==> config.mk <==
export PLATFORM = sky130hd
export DESIGN_NAME = led_strip_frame_serializer_top
export DESIGN_NICKNAME = d
export VERILOG_FILES = /design/src/rtl/lfs_pkg.sv /design/src/rtl/lfs_byte_gen.sv /design/src/rtl/led_strip_frame_serializer_top.sv
export SDC_FILE = /design/constraint.sdc
export NUM_CORES = 1
export LEC_CHECK = 0
export ABC_AREA = 1
export BUFFER_PORTS_ARGS = -buffer_cell sky130_fd_sc_hd__buf_4
export CORE_AREA = 2 2 112 114
export CTS_CLUSTER_SIZE = 16
export DETAILED_ROUTE_END_ITERATION = 16
export DIE_AREA = 0 0 114 116
export PLACE_DENSITY = 0.72
export SLEW_MARGIN = 20
export SYNTH_ARGS = -nofsm -noshare
export SYNTH_HDL_FRONTEND = slang
export SYNTH_SLANG_ARGS = --single-unit
==> constraint.sdc <==
create_clock -name clk -period 7.6 [get_ports clk]
set_input_delay 0.76 -clock clk [delete_from_list [all_inputs] [get_ports clk]]
set_output_delay 0.76 -clock clk [all_outputs]
set_load 0.03 [all_outputs]
==> src/rtl/lfs_pkg.sv <==
// Shared types and constants for the LED strip frame serializer.
package lfs_pkg;

  // Action codes carried by an input beat
  typedef enum logic [1:0] {
    ACT_WR_MASK = 2'd0,
    ACT_WR_LED  = 2'd1,
    ACT_RD_MASK = 2'd2,
    ACT_RD_LED  = 2'd3
  } action_t;

  // Configuration register indexes
  localparam int unsigned CFG_IDX_W = 1;
  localparam logic [CFG_IDX_W-1:0] CFG_BRIGHTNESS = 1'b0;
  localparam logic [CFG_IDX_W-1:0] CFG_COLOR      = 1'b1;
  localparam int unsigned CFG_DATA_W = 24;

  localparam logic [4:0]  BRIGHTNESS_RST = 5'd10;
  localparam logic [23:0] COLOR_RST      = 24'd100;

  // Frame byte constants
  localparam logic [7:0] HDR_BASE  = 8'hE0;
  localparam logic [7:0] START_BYTE = 8'h00;
  localparam logic [7:0] END_BYTE   = 8'hFF;

  // Which part of the frame a byte belongs to
  typedef enum logic [1:0] {
    FK_START = 2'd0,
    FK_LED   = 2'd1,
    FK_END   = 2'd2
  } frame_kind_t;

  // Byte selector control
  typedef struct packed {
    frame_kind_t kind;
    logic [1:0]  pos;
    logic        lit;
  } byte_sel_t;

  typedef struct packed {
    action_t    action;
    logic [2:0] led_select;
    logic [7:0] value;
  } in_item_t;

  typedef struct packed {
    logic [7:0] frame_byte;
    logic [7:0] read_value;
    logic       is_reply;
    logic       last;
  } out_item_t;

endpackage

==> src/rtl/lfs_byte_gen.sv <==
// Frame byte selector shared by every byte position of the frame.
module lfs_byte_gen (
  input  lfs_pkg::byte_sel_t sel,
  input  logic [4:0]         brightness,
  input  logic [23:0]        color,
  output logic [7:0]         frame_byte
);
  import lfs_pkg::*;

  // Pick the byte for the current frame slot
  always_comb begin
    frame_byte = START_BYTE;
    unique case (sel.kind)
      FK_START: frame_byte = START_BYTE;
      FK_END:   frame_byte = END_BYTE;
      FK_LED: begin
        unique case (sel.pos)
          2'd0: frame_byte = sel.lit ? (HDR_BASE | {3'b000, brightness}) : HDR_BASE;
          2'd1: frame_byte = sel.lit ? color[23:16] : 8'h00;
          2'd2: frame_byte = sel.lit ? color[15:8]  : 8'h00;
          2'd3: frame_byte = sel.lit ? color[7:0]   : 8'h00;
          default: frame_byte = 8'h00;
        endcase
      end
      default: frame_byte = START_BYTE;
    endcase
  end

endmodule

==> src/rtl/led_strip_frame_serializer_top.sv <==
// Top level of the LED strip frame serializer: state, sequencer and ports.
//
// Each write beat (mask or single LED) updates the stored mask and LED bytes
// and then sends one frame of 4*NUM_LEDS+8 bytes (40 with eight LEDs): four
// zero bytes, four bytes per LED, four 0xFF bytes, the last one flagged. A
// byte sequencer walks the frame through one shared byte selector, one result
// beat per cycle while out_stall is low; in_stall stays high until the frame
// has gone out. A read beat returns one reply beat and the block can take
// the next item once that reply is not held by out_stall. Configuration
// writes are taken at any time and are meant to land only while the block
// is idle.
module led_strip_frame_serializer_top #(
  parameter int unsigned NUM_LEDS = 8
) (
  input  logic                                clk,
  input  logic                                rst_n,
  input  logic                                in_valid,
  output logic                                in_stall,
  input  lfs_pkg::in_item_t                   in_data,
  output logic                                out_valid,
  input  logic                                out_stall,
  output lfs_pkg::out_item_t                  out_data,
  input  logic                                cfg_valid,
  output logic                                cfg_ready,
  input  logic [lfs_pkg::CFG_IDX_W-1:0]       cfg_index,
  input  logic [lfs_pkg::CFG_DATA_W-1:0]      cfg_data
);
  import lfs_pkg::*;

  localparam int unsigned LED_W = (NUM_LEDS > 1) ? $clog2(NUM_LEDS) : 1;
  localparam logic [LED_W-1:0] LED_LAST = LED_W'(NUM_LEDS - 1);

  typedef enum logic [1:0] {
    S_IDLE,
    S_START,
    S_LED,
    S_END
  } state_t;

  state_t           state_r, state_nxt;
  logic [1:0]       pos_r, pos_nxt;
  logic [LED_W-1:0] led_r, led_nxt;
  logic [7:0]       mask_r, mask_nxt;
  logic [7:0]       vals_r [NUM_LEDS];
  logic [7:0]       vals_nxt [NUM_LEDS];
  logic [4:0]       brightness_r;
  logic [23:0]      color_r;
  logic             out_valid_r, out_valid_nxt;
  out_item_t        out_data_r, out_data_nxt;

  logic             out_free;
  logic             in_accept;
  logic             sel_in_range;
  logic [7:0]       led_rd;
  logic [2:0]       lit_idx;
  byte_sel_t        bsel;
  logic [7:0]       gen_byte;

  assign out_free  = !out_valid_r || !out_stall;
  assign in_stall  = (state_r != S_IDLE) || !out_free;
  assign in_accept = in_valid && !in_stall;
  assign out_valid = out_valid_r;
  assign out_data  = out_data_r;
  assign cfg_ready = 1'b1;

  assign sel_in_range = {1'b0, in_data.led_select} < 4'(NUM_LEDS);

  // Look up the stored byte of the selected LED
  always_comb begin
    led_rd = 8'h00;
    for (int i = 0; i < NUM_LEDS; i++) begin
      if (in_data.led_select == 3'(i)) begin
        led_rd = vals_r[i];
      end
    end
  end

  // Drive the shared byte selector from the sequencer position
  assign lit_idx = 3'd7 - 3'(led_r);
  always_comb begin
    bsel.pos = pos_r;
    bsel.lit = mask_r[lit_idx];
    unique case (state_r)
      S_LED:   bsel.kind = FK_LED;
      S_END:   bsel.kind = FK_END;
      default: bsel.kind = FK_START;
    endcase
  end

  lfs_byte_gen u_byte_gen (
    .sel        (bsel),
    .brightness (brightness_r),
    .color      (color_r),
    .frame_byte (gen_byte)
  );

  // Sequencer next state, stored state update and output register
  always_comb begin
    state_nxt     = state_r;
    pos_nxt       = pos_r;
    led_nxt       = led_r;
    mask_nxt      = mask_r;
    vals_nxt      = vals_r;
    out_data_nxt  = out_data_r;
    out_valid_nxt = out_valid_r && out_stall;

    unique case (state_r)
      S_IDLE: begin
        if (in_accept) begin
          unique case (in_data.action)
            ACT_RD_MASK: begin
              out_valid_nxt = 1'b1;
              out_data_nxt  = '{frame_byte: 8'h00, read_value: mask_r,
                                is_reply: 1'b1, last: 1'b1};
            end
            ACT_RD_LED: begin
              out_valid_nxt = 1'b1;
              out_data_nxt  = '{frame_byte: 8'h00,
                                read_value: sel_in_range ? led_rd : 8'h00,
                                is_reply: 1'b1, last: 1'b1};
            end
            ACT_WR_MASK: begin
              mask_nxt  = in_data.value;
              state_nxt = S_START;
              pos_nxt   = 2'd0;
            end
            ACT_WR_LED: begin
              if (sel_in_range) begin
                for (int i = 0; i < NUM_LEDS; i++) begin
                  if (in_data.led_select == 3'(i)) begin
                    vals_nxt[i] = in_data.value;
                  end
                end
                mask_nxt[in_data.led_select] = (in_data.value != 8'h00);
              end
              state_nxt = S_START;
              pos_nxt   = 2'd0;
            end
            default: state_nxt = S_IDLE;
          endcase
        end
      end
      S_START, S_LED, S_END: begin
        if (out_free) begin
          out_valid_nxt = 1'b1;
          out_data_nxt  = '{frame_byte: gen_byte, read_value: 8'h00,
                            is_reply: 1'b0,
                            last: (state_r == S_END) && (pos_r == 2'd3)};
          pos_nxt = pos_r + 2'd1;
          if (pos_r == 2'd3) begin
            priority if (state_r == S_START) begin
              state_nxt = S_LED;
              led_nxt   = '0;
            end else if (state_r == S_LED) begin
              if (led_r == LED_LAST) begin
                state_nxt = S_END;
              end else begin
                led_nxt = led_r + 1'b1;
              end
            end else begin
              state_nxt = S_IDLE;
            end
          end
        end
      end
      default: state_nxt = S_IDLE;
    endcase
  end

  always_ff @(posedge clk) begin
    if (!rst_n) begin
      state_r     <= S_IDLE;
      pos_r       <= 2'd0;
      led_r       <= '0;
      mask_r      <= 8'h00;
      out_valid_r <= 1'b0;
      for (int i = 0; i < NUM_LEDS; i++) begin
        vals_r[i] <= 8'h00;
      end
    end else begin
      state_r     <= state_nxt;
      pos_r       <= pos_nxt;
      led_r       <= led_nxt;
      mask_r      <= mask_nxt;
      out_valid_r <= out_valid_nxt;
      vals_r      <= vals_nxt;
    end
  end

  // Hold the output payload
  always_ff @(posedge clk) begin
    out_data_r <= out_data_nxt;
  end

  // Take configuration beats
  always_ff @(posedge clk) begin
    if (!rst_n) begin
      brightness_r <= BRIGHTNESS_RST;
      color_r      <= COLOR_RST;
    end else if (cfg_valid && cfg_ready) begin
      unique case (cfg_index)
        CFG_BRIGHTNESS: brightness_r <= cfg_data[4:0];
        CFG_COLOR:      color_r      <= cfg_data[23:0];
        default:        brightness_r <= brightness_r;
      endcase
    end
  end

endmodule

==> summary.md <==
| Metric | Value |
|---|---|
| Final Hold Fails | 0 |
| Switching Share | 30.6% |
| Share of the synthesized area in the top cell type | 37.0% |
| Post-synthesis cell area | 5890 um2 |
| Number of cells on the worst reg-to-reg path | 6 |
| Clock network fraction of total power | 38.1% |
| RSZ-0062 raised after global routing | no |
| Max-cap check violation count | 0 |
| Top area cells in the synthesized netlist | dfxtp_1, edfxtp_1, a21oi_1 |
| Yosys warns | 0 |
| Min-delay worst type | register to register |
| Sequential area share after synthesis | 46.2% |
| H-tree Lvls | 4 |
| Non-filler instance count after layout | 974 |
| Leak pwr | 2.91 nW |
| First-pass GRT wire length | 24900 um |
| Syn Inst Count | 769 |
| F_max | 0.391 GHz |
| Final min period | 2.56 ns |
| Fraction of layout cells with a size suffix above 1 | 14.4% |
| Initial core utilization | 49.5% |
| # resized after CTS | 0 |
| # port buffers | 62 |
| Final setup violation count | 0 |
| Largest net degree at the start of global routing | 97 |
| Grt total ovfl | 0 |
| Arrival time at the worst endpoint | 2.60 ns |
| Clock Tree Root | clkbuf_16 |
| Outcome | complete, no violations |
| WL per Instance | 16.0 um |
| Hold worst-path end | vals_r[21] |
| Clock skew | 0.00793 ns |
| Via count | 5517 |
| Int Power | 1.45 mW |
| Worst-path clk slew | 0.05 ns |
| Area Growth Syn to Fin | 17.7% |
| Hold_sp | vals_r[21] |
| R2R Setup Slk | 5.04 ns |
| Flop pwr share | 38.7% |
| First DRT Iteration DRCs | 514 |
| Vias per inst | 5.66 |
| Drt pass-1 iters | 5 |
| Core Area | 11900 um2 |
| Worst reg2reg path endpoint | out_data[7] |
| Cts hold-fix bufs | 0 |
| Post-DP Area | 6350 um2 |
| Initial antenna violation count | 0 |
| Slew Viols, Final | 0 |
| Total GRT Usage | 24.4% |
| Max VDD drop | 150 uV |
| Clk buf depth | 2 |
| NumNets Final | 869 |
| Remaining antenna violation count | 0 |
| CP Class | register to register |
| Slew margin rel. | 33.6% |
| Avg Cell Area, Syn | 7.66 um2 |
| Sw power | 640 uW |
| Yosys reg bits | 127 |
| CTS tree | built |
| Crit path max fanout | 18 |
| Die ar. | 13200 um2 |
| Min-Delay Path Depth | 2 |
| FF-to-FF Start | state_r[0] |
| Critical Path RT | 7.64 ns |
| Number of buffers created by CTS | 17 |
| Syn Nets | 823 |
| Tot Pwr | 2.09 mW |
| Crit end category | register |
| Vias in the first global route | 5063 |
| Logic pwr share | 23.2% |
| Routability cong. | 0.893 |
| Worst skew pair latency | 0.42 ns |
| Worst setup path start | state_r[0] |
| DRC | 0 |
| Post-synth top area cell | dfxtp_1 |
| Nature of the critical path startpoint | register |
| Worst Max-Slew Pin Slew | 0.997 ns |
| Post-route cell area | 6930 um2 |
| Hold Slack | 0.452 ns |
| I/O pin total | 64 |
| Period utilisation layout | 33.7% |
| PwrDens | 302 nW/um2 |
| Hpwl dp | 10500 um |
| Setup Fix Bufs, Post-CTS | 0 |
| Sink Count | 127 |
| Std-Cell Rows | 40 |
| Die extent in x | 114 um |
| Die Y | 116 um |
| Placed Cells | 943 |
| Routed Wire Length | 15500 um |
| Setup_tns | 0 ns |
| Netlist cell types | 39 |
| Ant. Diodes | 0 |
==> worst max path at each step <==
stage,endpoint,slack [ns],cells after the start
global placement,out_data[10],4.94,6
finish,out_data[7],5.04,6
global route,out_data[5],4.89,6
detailed placement,out_data[14],4.82,6
CTS,out_data[7],5.08,6
floorplan,out_data[0],4.92,5
==> final cells by class <==
type	instances	area (um2)
fillers	1079	4980
well taps	147	184
flip-flops and latches	127	2720
repair buffers	62	465
multi-input cells	537	2710
inverters	70	265
clock inverters	6	80.1
clock buffers	25	505
==> worst max-delay path, stage by stage, from the launching register on <==
cell     delay [ns]
dfxtp_1        0.33
inv_1          0.13
ha_1           0.33
nand3_4        0.19
inv_1          0.25
nand2_1        0.14
a21oi_2        0.81
==> power by group through the flow <==
stage / registers (mW) / logic [mW] / clock network, mW
6_report: 0.810 / 0.487 / 0.797
5_1_grt: 0.819 / 0.527 / 0.838
4_1_cts: 0.811 / 0.484 / 0.807
3_3_place_gp: 0.820 / 0.472 / 0
2_1_floorplan: 0.924 / 0.219 / 0
3_5_place_dp: 0.824 / 0.482 / 0
==> sequential cells by signal, summed over array words and instances (netlist names) <==
register,count
out_valid,1
led_r,3
state_r,2
vals_r,64
mask_r,8
color_r,24
brightness_r,5
out_data,18
pos_r,2
==> metal layers <==
| layer | global-route usage [%] | vias to the layer above | wire [um] |
|---|---|---|---|
| met2 | 39.2 | 254 | 7280 |
| li1 | - | 2690 | - |
| met4 | 10.8 | 0 | 343 |
| met3 | 5.75 | 37 | 1100 |
| met5 | 0 | - | 0 |
| met1 | 31.4 | 2536 | 6820 |
==> cell families (layout without fill, tap and decap cells) <==
logic type	Yosys count	in the layout	share of synthesized area, %
other cells	1	1	0.0636
flops	127	127	46.2
buf+inv	105	163	7.86
fa+ha+maj	11	11	2.34
simple gates	279	279	21.5
compound gates	246	246	22.1
==> cell usage in the layout, fill, tap and decap left out, types with 17 or more instances in the layout <==
cell and n:
nand2_1 117, dfxtp_1 109, o21ai_0 103, a21oi_1 102, nor2_1 90, buf_4 62, inv_1 58, nand3_1 36
edfxtp_1 18, clkbuf_16 17
==> metrics by stage <==
step | setup WS (ns) | util [%]
2_1_floorplan | 4.92 | -
3_3_place_gp | 4.94 | 53.3
3_5_place_dp | 4.82 | 53.3
4_1_cts | 5.08 | 58.2
5_1_grt | 4.89 | 58.2
6_report | 5.04 | 58.2
==> Yosys cell counts <==
cell	n
nand2_1	117
dfxtp_1	109
a21oi_1	103
o21ai_0	103
nor2_1	90
inv_1	58
nand3_1	36
clkbuf_1	21
edfxtp_1	18
nand4_1	14
ha_1	11
o21a_1	8
o21ai_1	8
a31oi_1	7
clkinv_1	7
o22ai_1	7
nor2_4	5
a21oi_2	4
buf_2	4
buf_4	4
buf_6	4
inv_2	4
nand2_2	3
nor2_2	3
nor3_1	3
a211oi_1	2
nand2_4	2
nand3_4	2
o211ai_1	2
buf_1	1
buf_12	1
conb_1	1
inv_4	1
nand3_2	1
nand3b_1	1
nor2_8	1
nor3_4	1
o21ai_2	1
o31ai_1	1
Note: power is estimated with default switching activity, not from simulation.
